--- config.mk ---
export PLATFORM = sky130hd
export DESIGN_NAME = next_scheduled_minute_finder_core
export DESIGN_NICKNAME = d
export VERILOG_FILES = /design/src/nsmf_pkg.sv /design/src/nsmf_ram.sv /design/src/next_scheduled_minute_finder_core.sv
export SDC_FILE = /design/constraint.sdc
export NUM_CORES = 2
export LEC_CHECK = 0
export BUFFER_PORTS_ARGS = -buffer_cell sky130_fd_sc_hd__buf_2
export CAP_MARGIN = 5
export CORE_MARGIN = 3
export CORE_UTILIZATION = 35
export CTS_CLUSTER_DIAMETER = 40
export DETAILED_ROUTE_END_ITERATION = 8
export GPL_TIMING_DRIVEN = 0
export PLACE_DENSITY = 0.57
export SLEW_MARGIN = 5
export SYNTH_ARGS = -nofsm -noshare
export SYNTH_HDL_FRONTEND = slang
export SYNTH_SLANG_ARGS = --single-unit
--- constraint.sdc ---
create_clock -name clk -period 6.7 [get_ports clk]
set_input_delay 0.335 -clock clk [delete_from_list [all_inputs] [get_ports clk]]
set_output_delay 0.335 -clock clk [all_outputs]
set_load 0.005 [all_outputs]
--- src/nsmf_pkg.sv ---
// ----------------------------------------------------------------------------
// Next scheduled minute finder package
// Shared constants, the sequencer state type and search helper functions.
// ----------------------------------------------------------------------------
package nsmf_pkg;

  // Schedule geometry.
  localparam int HOURS   = 24;
  localparam int MINUTES = 60;
  localparam int DAYS    = 7;

  // Field widths.
  localparam int HOUR_W = 5;
  localparam int MIN_W  = 6;
  localparam int DAY_W  = 3;
  localparam int WDAY_W = 3;
  localparam int MASK_W = 7;

  // Item kinds.
  localparam logic KIND_LOAD  = 1'b0;
  localparam logic KIND_QUERY = 1'b1;

  // Sequencer states.
  typedef enum logic [1:0] {
    S_IDLE,
    S_READ,
    S_EVAL,
    S_PUT
  } state_t;

  // Result of a minute search within one hour word.
  typedef struct packed {
    logic             hit;
    logic [MIN_W-1:0] minute;
  } minute_hit_t;

  // Result of the search for the first allowed day ahead.
  typedef struct packed {
    logic             ok;
    logic [DAY_W-1:0] offset;
  } day_hit_t;

  // Lowest set bit of an hour word, found by isolating it and encoding.
  function automatic minute_hit_t first_minute(input logic [MINUTES-1:0] word);
    logic [MINUTES-1:0] low;
    minute_hit_t        res;
    low        = word & (~word + {{(MINUTES-1){1'b0}}, 1'b1});
    res.hit    = |word;
    res.minute = '0;
    for (int i = 0; i < MINUTES; i++) begin
      if (low[i]) begin
        res.minute = res.minute | MIN_W'(i);
      end
    end
    return res;
  endfunction

  // Remainder by seven of a sum that stays below fifteen.
  function automatic logic [WDAY_W-1:0] mod7(input logic [3:0] s);
    logic [3:0] r;
    if (s >= 4'd14) begin
      r = s - 4'd14;
    end else if (s >= 4'd7) begin
      r = s - 4'd7;
    end else begin
      r = s;
    end
    return r[WDAY_W-1:0];
  endfunction

  // First offset of one to seven days whose weekday the mask allows.
  function automatic day_hit_t first_day(input logic [WDAY_W-1:0] wday,
                                         input logic [MASK_W-1:0] mask);
    day_hit_t          res;
    logic [WDAY_W-1:0] d;
    res.ok     = 1'b0;
    res.offset = '0;
    for (int k = DAYS; k >= 1; k--) begin
      d = mod7({1'b0, wday} + 4'(k));
      if (mask[d]) begin
        res.ok     = 1'b1;
        res.offset = DAY_W'(k);
      end
    end
    return res;
  endfunction

endpackage

--- src/nsmf_ram.sv ---
// ----------------------------------------------------------------------------
// Generic single-port-write, single-port-read RAM
// One write and one registered read per cycle.
// ----------------------------------------------------------------------------
module nsmf_ram #(
  parameter int WIDTH = 8,
  parameter int DEPTH = 16,
  localparam int AW   = (DEPTH > 1) ? $clog2(DEPTH) : 1
) (
  input  logic             clk,
  input  logic             wen,
  input  logic [AW-1:0]    waddr,
  input  logic [WIDTH-1:0] wdata,
  input  logic             ren,
  input  logic [AW-1:0]    raddr,
  output logic [WIDTH-1:0] rdata
);

  logic [WIDTH-1:0] mem [DEPTH];

  // Write port.
  always_ff @(posedge clk) begin
    if (wen) begin
      mem[waddr] <= wdata;
    end
  end

  // Registered read port.
  always_ff @(posedge clk) begin
    if (ren) begin
      rdata <= mem[raddr];
    end
  end

endmodule

--- src/next_scheduled_minute_finder_core.sv ---
// ----------------------------------------------------------------------------
// Next scheduled minute finder core
// Keeps 24 hour words of start minutes and answers next-start queries.
// ----------------------------------------------------------------------------
//
//  Channel | Direction | Handshake          | Payload
//  --------+-----------+--------------------+-----------------------------------
//  in      | input     | in_valid/in_stall  | kind, hour_index, minute_bits,
//          |           |                    | now_weekday, now_minute, day_mask,
//          |           |                    | schedule_enabled
//  out     | output    | out_valid/out_stall| found, day_offset, start_hour,
//          |           |                    | start_minute
//
//  A load beat or an immediate answer goes from accept through S_PUT to the
//  output register. A query reads one hour word from the store per S_READ and
//  S_EVAL pass: up to 24 - hour words for today plus up to 24 for the days
//  ahead. Reset clears the hour valid bits at once, so no clearing pass is
//  needed. A new beat is taken while the previous result waits in the output
//  register.
//
module next_scheduled_minute_finder_core (
  input  logic                        clk,
  input  logic                        rst,
  input  logic                        in_valid,
  output logic                        in_stall,
  input  logic                        kind,
  input  logic [nsmf_pkg::HOUR_W-1:0]  hour_index,
  input  logic [nsmf_pkg::MINUTES-1:0] minute_bits,
  input  logic [nsmf_pkg::WDAY_W-1:0]  now_weekday,
  input  logic [nsmf_pkg::MIN_W-1:0]   now_minute,
  input  logic [nsmf_pkg::MASK_W-1:0]  day_mask,
  input  logic                        schedule_enabled,
  output logic                        out_valid,
  input  logic                        out_stall,
  output logic                        found,
  output logic [nsmf_pkg::DAY_W-1:0]   day_offset,
  output logic [nsmf_pkg::HOUR_W-1:0]  start_hour,
  output logic [nsmf_pkg::MIN_W-1:0]   start_minute
);

  import nsmf_pkg::*;

  localparam logic [HOUR_W-1:0]  LAST_HOUR = HOUR_W'(HOURS - 1);
  localparam logic [MINUTES-1:0] ALL_MIN   = {MINUTES{1'b1}};

  state_t state, state_next;

  logic               accept;
  logic               today_ok;
  day_hit_t           ahead_in;
  logic               out_free;
  logic               out_load;
  logic               ram_wen;
  logic               ram_ren;
  logic [MINUTES-1:0] ram_rdata;
  logic [HOURS-1:0]   hour_valid;
  logic               rd_vld;
  logic [MINUTES-1:0] word;
  minute_hit_t        hit;

  // Search context.
  logic [HOUR_W-1:0]  cnt;
  logic [MIN_W-1:0]   from_min;
  logic               today_phase;
  logic               ahead_ok;
  logic [DAY_W-1:0]   ahead_off;

  // Pending result.
  logic               res_found;
  logic [DAY_W-1:0]   res_day;
  logic [HOUR_W-1:0]  res_hour;
  logic [MIN_W-1:0]   res_min;

  // Decode of the incoming beat.
  assign accept   = in_valid && !in_stall;
  assign today_ok = (now_weekday < WDAY_W'(DAYS)) && day_mask[now_weekday] &&
                    (hour_index < HOUR_W'(HOURS));
  assign ahead_in = first_day(now_weekday, day_mask);
  assign ram_wen  = accept && (kind == KIND_LOAD) && (hour_index < HOUR_W'(HOURS));
  assign out_free = !out_valid || !out_stall;

  // Word read back, cleared if never loaded and masked below the start minute.
  assign word = ram_rdata & {MINUTES{rd_vld}} & (ALL_MIN << from_min);
  assign hit  = first_minute(word);

  // Next-state logic.
  always_comb begin
    state_next = state;
    case (state)
      S_IDLE: begin
        if (accept) begin
          if (kind == KIND_QUERY && schedule_enabled && (today_ok || ahead_in.ok)) begin
            state_next = S_READ;
          end else begin
            state_next = S_PUT;
          end
        end
      end
      S_READ: begin
        state_next = S_EVAL;
      end
      S_EVAL: begin
        if (hit.hit) begin
          state_next = S_PUT;
        end else if (cnt == LAST_HOUR && !(today_phase && ahead_ok)) begin
          state_next = S_PUT;
        end else begin
          state_next = S_READ;
        end
      end
      S_PUT: begin
        if (out_free) begin
          state_next = S_IDLE;
        end
      end
      default: begin
        state_next = S_IDLE;
      end
    endcase
  end

  // State-driven outputs.
  always_comb begin
    in_stall = 1'b1;
    ram_ren  = 1'b0;
    out_load = 1'b0;
    case (state)
      S_IDLE: begin
        in_stall = 1'b0;
      end
      S_READ: begin
        ram_ren = 1'b1;
      end
      S_EVAL: begin
      end
      S_PUT: begin
        out_load = out_free;
      end
      default: begin
      end
    endcase
  end

  // State register.
  always_ff @(posedge clk) begin
    if (rst) begin
      state <= S_IDLE;
    end else begin
      state <= state_next;
    end
  end

  // Valid bit per hour word; reset stands for an all-zero store.
  always_ff @(posedge clk) begin
    if (rst) begin
      hour_valid <= '0;
    end else if (ram_wen) begin
      hour_valid[hour_index] <= 1'b1;
    end
  end

  // Valid bit of the word being read, aligned with the RAM output.
  always_ff @(posedge clk) begin
    if (ram_ren) begin
      rd_vld <= hour_valid[cnt];
    end
  end

  // Search context and pending result.
  always_ff @(posedge clk) begin
    if (state == S_IDLE && accept) begin
      res_found   <= 1'b0;
      res_day     <= '0;
      res_hour    <= '0;
      res_min     <= '0;
      cnt         <= today_ok ? hour_index : '0;
      from_min    <= today_ok ? now_minute : '0;
      today_phase <= today_ok;
      ahead_ok    <= ahead_in.ok;
      ahead_off   <= ahead_in.offset;
    end else if (state == S_EVAL) begin
      if (hit.hit) begin
        res_found <= 1'b1;
        res_day   <= today_phase ? '0 : ahead_off;
        res_hour  <= cnt;
        res_min   <= hit.minute;
      end else if (cnt == LAST_HOUR) begin
        // End of today: the days ahead all search the same hours from zero.
        cnt         <= '0;
        from_min    <= '0;
        today_phase <= 1'b0;
      end else begin
        cnt      <= HOUR_W'(cnt + HOUR_W'(1));
        from_min <= '0;
      end
    end
  end

  // Output register.
  always_ff @(posedge clk) begin
    if (rst) begin
      out_valid <= 1'b0;
    end else if (out_load) begin
      out_valid <= 1'b1;
    end else if (out_valid && !out_stall) begin
      out_valid <= 1'b0;
    end
  end

  always_ff @(posedge clk) begin
    if (out_load) begin
      found        <= res_found;
      day_offset   <= res_day;
      start_hour   <= res_hour;
      start_minute <= res_min;
    end
  end

  // Hour word store.
  nsmf_ram #(
    .WIDTH (MINUTES),
    .DEPTH (HOURS)
  ) u_store (
    .clk   (clk),
    .wen   (ram_wen),
    .waddr (hour_index),
    .wdata (minute_bits),
    .ren   (ram_ren),
    .raddr (cnt),
    .rdata (ram_rdata)
  );

  // The read pointer stays inside the store.
  a_read_in_range: assert property (@(posedge clk) disable iff (rst)
    ram_ren |-> (cnt < HOUR_W'(HOURS)))
    else $error("store read beyond last hour");

  // Loads are only taken while no search is using the read port.
  a_no_rw_overlap: assert property (@(posedge clk) disable iff (rst)
    !(ram_wen && ram_ren))
    else $error("store write during a search read");

  // A found start always names a real hour and minute.
  a_found_range: assert property (@(posedge clk) disable iff (rst)
    (out_valid && found) |-> (start_hour < HOUR_W'(HOURS)) &&
                             (start_minute < MIN_W'(MINUTES)))
    else $error("found start outside the schedule");

  // A new result beat comes only from the result hand-off state.
  a_out_from_put: assert property (@(posedge clk) disable iff (rst)
    $rose(out_valid) |-> ($past(state) == S_PUT))
    else $error("result beat raised outside hand-off");

  // Today's search never reports a later day.
  a_today_offset: assert property (@(posedge clk) disable iff (rst)
    (state == S_EVAL && today_phase && hit.hit) |=> (res_day == '0))
    else $error("today hit with nonzero day offset");

endmodule
; ---- Word level (Yosys, flattened, before mapping)
; Memory sizes are Yosys's and may differ from the RTL's. A register that Yosys moved wholly into a read port is not among the register bits.
; Index checks and enable logic that the tools add are counted.
[totals]
register_bits = 74
ram_bits = 1440
word_cells = 296
out_inout_bits = 17
n_memories = 1
[memory_table]
columns = name, depth, word_bits, rd, rd_ports_with_merged_regs, write_ports, line
row1 = u_store.mem, 24, 60, 1, 1, 1, nsmf_ram.sv:19  ; logic [WIDTH-1:0] mem [DEPTH];
[op_classes]
n_addsub = 23
shift = 1
bitwise = 6
n_lt_le_gt_ge = 27
mux = 184
reduce_logical = 29
eq_ne = 7
[ops]
columns = cell, count
row1 = $mux 6, 43
row2 = $and 60x60->60, 3
row3 = $mux 5, 32
row4 = $mux 3, 31
row5 = $add 60x1->60 const B, 1
row6 = $mux 4, 15
row7 = $not 60->60, 1
row8 = $reduce_or 60->1, 1
row9 = $shl 60x6->60 const A, 1
row10 = $mux 24, 2
row11 = $sub 3x3->3 const B, 14
row12 = $mux 1, 36
row13 = $lt 3x4->1 const B, 8
row14 = $ge 4x3->1 const B, 7
row15 = $ge 4x4->1 const B, 7
row16 = $mux 2, 14
row17 = $bmux 1 s3, 8
row18 = $or 24x24->24, 1
row19 = $add 3x3->4 const B, 4
row20 = $logic_and 1x1->1, 12
row21 = $lt 5x6->1 const B, 2
row22 = $add 3x2->4 const B, 2
row23 = $pmux 2 s4, 1
row24 = $reduce_bool 2->1, 4
row25 = 20 further kinds, 27

; ---- Longest topological paths before layout
[logic_depth]
word_depth = 69
depth_mapped = 14
ltp_nobuf = 12

; ---- Hierarchy
; Synthesis repeated with hierarchy kept, for this count alone.
[unflattened]
cells_unflattened = 3702
hier_area_um2 = 64222.8
[modules_own_cells]
columns = module, seq_area_each_um2, n_inst, area_each_um2, cells_per_inst
row1 = nsmf_ram, 45043.2, 1, 57426.3, 2869
row2 = next_scheduled_minute_finder_core, 1801.7, 1, 6796.5, 833

; ---- Worst setup path before layout
; Ideal clock, no wire load.
[synth_path]
path_type = flip-flop to flip-flop
from = reg state[1]
to = mem u_store.mem[22][0] (netlist name) (enable)
n_path_buf = 1
t_required_ns = 6.220
arrival_ns = 3.659
path_stages_with_launch = 7
period_less_slack_ns = 4.139
setup_ns = 0.480
path_slack_ns = 2.561
path_cell_list = dfxtp_1 > nor2_1 > nand2_1 > clkbuf_1 > nor2_1 > nand4b_1 > nor2_1
[synth_via]
elab_chain_cells = 6
[synth_lines]
columns = element, line
row1 = start: declaration, next_scheduled_minute_finder_core.sv:46  ; state_t state, state_next;
row2 = start signal: assignment, next_scheduled_minute_finder_core.sv:149  ; state <= state_next;
row3 = $logic_not 2->1, next_scheduled_minute_finder_core.sv:127  ; case (state)
row4 = $logic_and 1x1->1, next_scheduled_minute_finder_core.sv:75  ; assign accept = in_valid && !in_stall;
row5 = $logic_and 1x1->1 (2 in a row), next_scheduled_minute_finder_core.sv:79  ; assign ram_wen = accept && (kind == KIND_LOAD) && (hour_index < HOUR_W'(HOURS));
row6 = $mux 1, nsmf_ram.sv:23  ; if (wen) begin
row7 = $mux 1 (implied by the code), nsmf_ram.sv:24  ; mem[waddr] <= wdata;
row8 = end: declaration, nsmf_ram.sv:19
; Every way passes these cells.

==> results.yml <==
detailed_routing:
  drt-total-wl_um: 166000
  drt_iter0_markers: 3372
  wire_per_inst_um: 27.2
  ant_nets: 0
  vias_per_cell: 5.39
  drtPass1Iterations: 5
  drc: 0
  vias: 32900
cts:
  root_buffer: "clkbuf_16"
  cts_tree: "built"
  cts_sinks: 1574
  cts_buffers: 212
  path_clk_slew_ns: 0.06
  clockBufferDepth: 3
  cts-htree-levels: 4
  insertion_delay_ns: 0.84
logic_synthesis:
  syn_nets: 3206
  syn_avg_cell_area_sq_um: 20.3
  syn_inst: 3104
  synth-seq-area-share: 0.743
  ys.warnings.count: 0
  async_flop_share: 0
  synth_edf_count: 1532
  synthFlopType: "edfxtp_1"
  ys_ff_latch: 1574
  ys_types: 98
  synth_area_sq_um: 63000
global_route:
  grt_pass1_vias: 34200
  grt_antenna_before_repair: 10
  grt.total_usage: 0.180
  overflow: 0
  grt_pass1_wl_um: 243000
  grt_max_degree: 30
critical_path:
  r2r_start: "cnt[1]"
  critical-path-top-delay-family: "buffers and inverters"
  cp_slowest_cell: "clkbuf_1"
  crit_required_ns: 7.18
  crit_arrival_ns: 5.42
  r2r_end: "u_store.rdata[8]"
  crit_chain: "clkbuf_2 -> clkbuf_1 -> clkbuf_1 -> clkbuf_1 -> mux4_2 -> mux2i_1 -> a21oi_1"
  critPathMaxStageDelay_ns: 0.98
  worst-path-max-fanout: 10
  critPathMostFrequentCell: "clkbuf_1"
  path_class: "reg -> reg"
  end_kind: "flop"
  reg2regPathDepth: 7
  startpoint_type: "flop"
  path_buf_inv: 4
  r2r_slack_ns: 1.76
die:
  core_sq_um: 179000
  io_pins: 104
  die_y_um: 430
  die_w_um: 430
  die_area_sq_um: 185000
  num_rows: 155
  initial_core_util: 0.353
worst_hold_path:
  worstHoldPathCells: 5
  hp-start: "schedule_enabled"
  hold_end: "state[1]"
  hold_class: "in -> reg"
power_and_ir_drop:
  p_sw_mw: 6.09
  p_comb_frac: 0.099
  leakage_nw: 24.4
  switching_share: 0.243
  power_frac_seq: 0.440
  clockPowerShare: 0.462
  power.density_nw_per_um2: 328
  peakVddDrop_uv: 252
  cellInternalPower_mw: 19.0
sta:
  setup_tns_ns: 0
  hold_viol: 0
  timing.fmax_mhz: 203
  finalSetupViolations: 0
  worstMarginPinSlew_ns: 1.35
  postLayoutSetupSlackWorst_ns: 1.76
  slew_viol_final: 0
  period_minus_slack_ns: 4.94
  fin_crit_sh: 0.737
  hold_slack_ns: 0.211
  rsz0062_at_grt: "no"
  fin_skew_ns: 0.0458
  slew_headroom: 0.0987
layout:
  final_nets: 3670
  drive_above_1_share: 0.286
  area_growth_pct: 21.4
  n_fill_cell: 15400
placement:
  hpwl_um: 111000
  pre_cts_slack_ns: 1.78
  port-buffer-count: 98
  gp_congestion: 0.911
status:
  status: "finished clean"
job:
  cap_violations: 0
logic make-up (layout without fill, tap and decap cells):
family,count (synthesis),in the layout,share of synthesized area
flops,1574,1574,0.743
compound gates,333,333,0.0353
mux,516,516,0.167
simple gates,461,461,0.0363
other cells,0,2,0
xor+xnor,10,10,0.00139
buf+inv,195,846,0.0134
fa+ha+maj,15,15,0.00310
layout by cell type (no fill, tap or decap), types with 30 or more instances in the layout:
cell and n:
edfxtp_1 1532, mux4_2 430, clkbuf_16 213, nor2_1 165
clkbuf_1 122, buf_2 115, a21oi_1 107, nand2_1 79
mux2i_1 79, dlygate4sd3_1 75, buf_12 59, o21ai_0 49
dfxtp_1 42, nand3_1 35, buf_1 30
state kept, by name, indices dropped and copies added, names as in the netlist:
name	cells
cnt	5
ahead_ok	1
found	1
ahead_off	3
from_min	6
start_hour	5
today_phase	1
rd_vld	1
start_minute	6
u_store.mem	1440
state	2
out_valid	1
res_min	6
res_day	3
hour_valid	24
u_store.rdata	60
res_hour	5
res_found	1
day_offset	3
layout make-up:
cell class | instances | area (sq um) | area share
Buffer | 171 | 767 | 0.0100
Multi-Input combinational cell | 1335 | 15600 | 0.203
Clock inverter | 164 | 2060 | 0.0269
Tap cell | 2355 | 2950 | 0.0385
Antenna cell | 2 | 5.00 | 0.0000654
Clock buffer | 237 | 5440 | 0.0711
Timing Repair Buffer | 250 | 2850 | 0.0373
Sequential cell | 1574 | 46800 | 0.612
Inverter | 24 | 90.1 | 0.00118
Yosys cell counts, types with 8 or more instances:
master / instances / area share
nand2_1: 79 / 0.0047
nand4_1: 14 / 0.0014
a21oi_1: 108 / 0.0086
buf_2: 17 / 0.0013
and3_1: 16 / 0.0016
edfxtp_1: 1532 / 0.73
nand3_1: 35 / 0.0028
nor2_1: 190 / 0.011
clkbuf_1: 107 / 0.0064
o211ai_1: 18 / 0.0021
nor2b_1: 15 / 0.0015
ha_1: 14 / 0.0028
mux2i_1: 79 / 0.013
or2_2: 8 / 0.00079
nand2b_1: 13 / 0.0013
and2_1: 12 / 0.0012
nor4_1: 8 / 0.00079
mux4_2: 430 / 0.15
dfxtp_1: 42 / 0.013
o21ai_0: 49 / 0.0039
nor3_1: 20 / 0.0016
buf_1: 31 / 0.0018
a211oi_1: 15 / 0.0018
buf_6: 9 / 0.0016
inv_1: 22 / 0.0013
nand3b_1: 8 / 0.00095
a31oi_1: 27 / 0.0027
through the flow:
step,instance area [sq um],total power [mW],cells,util
after CTS,76500,25.3,6109,0.428
after global routing,76600,25.9,6110,0.428
after detailed placement,68300,13.7,5633,0.382
after global placement,66500,13.7,5557,0.372
after floorplan,63000,12.7,3104,-
final,76600,25.1,6112,0.428
power groups by stage:
stage / Combinational, mW / Sequential (mW) / Clock, mW
CTS: 2.51 / 11.0 / 11.8
global placement: 2.42 / 11.2 / 0
floorplan: 1.52 / 11.2 / 0
global route: 2.66 / 11.0 / 12.3
finish: 2.47 / 11.0 / 11.6
detailed placement: 2.46 / 11.2 / 0
worst max path at each step:
stage | from | to | slack (ns) | cells after the start
after global placement | in_valid | u_store.mem[1][25] | -1.49 | 6
final | cnt[1] | u_store.rdata[8] | 1.76 | 7
after detailed placement | cnt[1] | u_store.rdata[8] | 1.78 | 7
after CTS | cnt[1] | u_store.rdata[8] | 1.77 | 7
after floorplan | state[1] | u_store.mem[22][0] | 2.56 | 6
after global routing | cnt[1] | u_store.rdata[8] | 1.68 | 7
worst register-to-register path: cells and delay by family (launching register included):
kind / cells / cell delay [ns]
buffers and inverters: 4 / 3.25
muxes: 2 / 0.75
DFF: 1 / 0.36
AOI/OAI and AO/OA: 1 / 0.24
what timing repair did:
| action | 4_1_cts | 5_1_grt |
|---|---|---|
| setup buffers | 0 | 0 |
| endpoints found under the hold margin | 1465 | 0 |
| hold buffers | 75 | 0 |
| resized for setup | 0 | 0 |
metal layers:
metal	GRT usage	up-vias	share of wire
met5	0	-	0.000078
met4	0.0574	2	0.029
met3	0.0318	265	0.057
met2	0.293	1076	0.49
met1	0.246	17600	0.43
li1	-	14000	-
(Power assumes the default switching activity.)
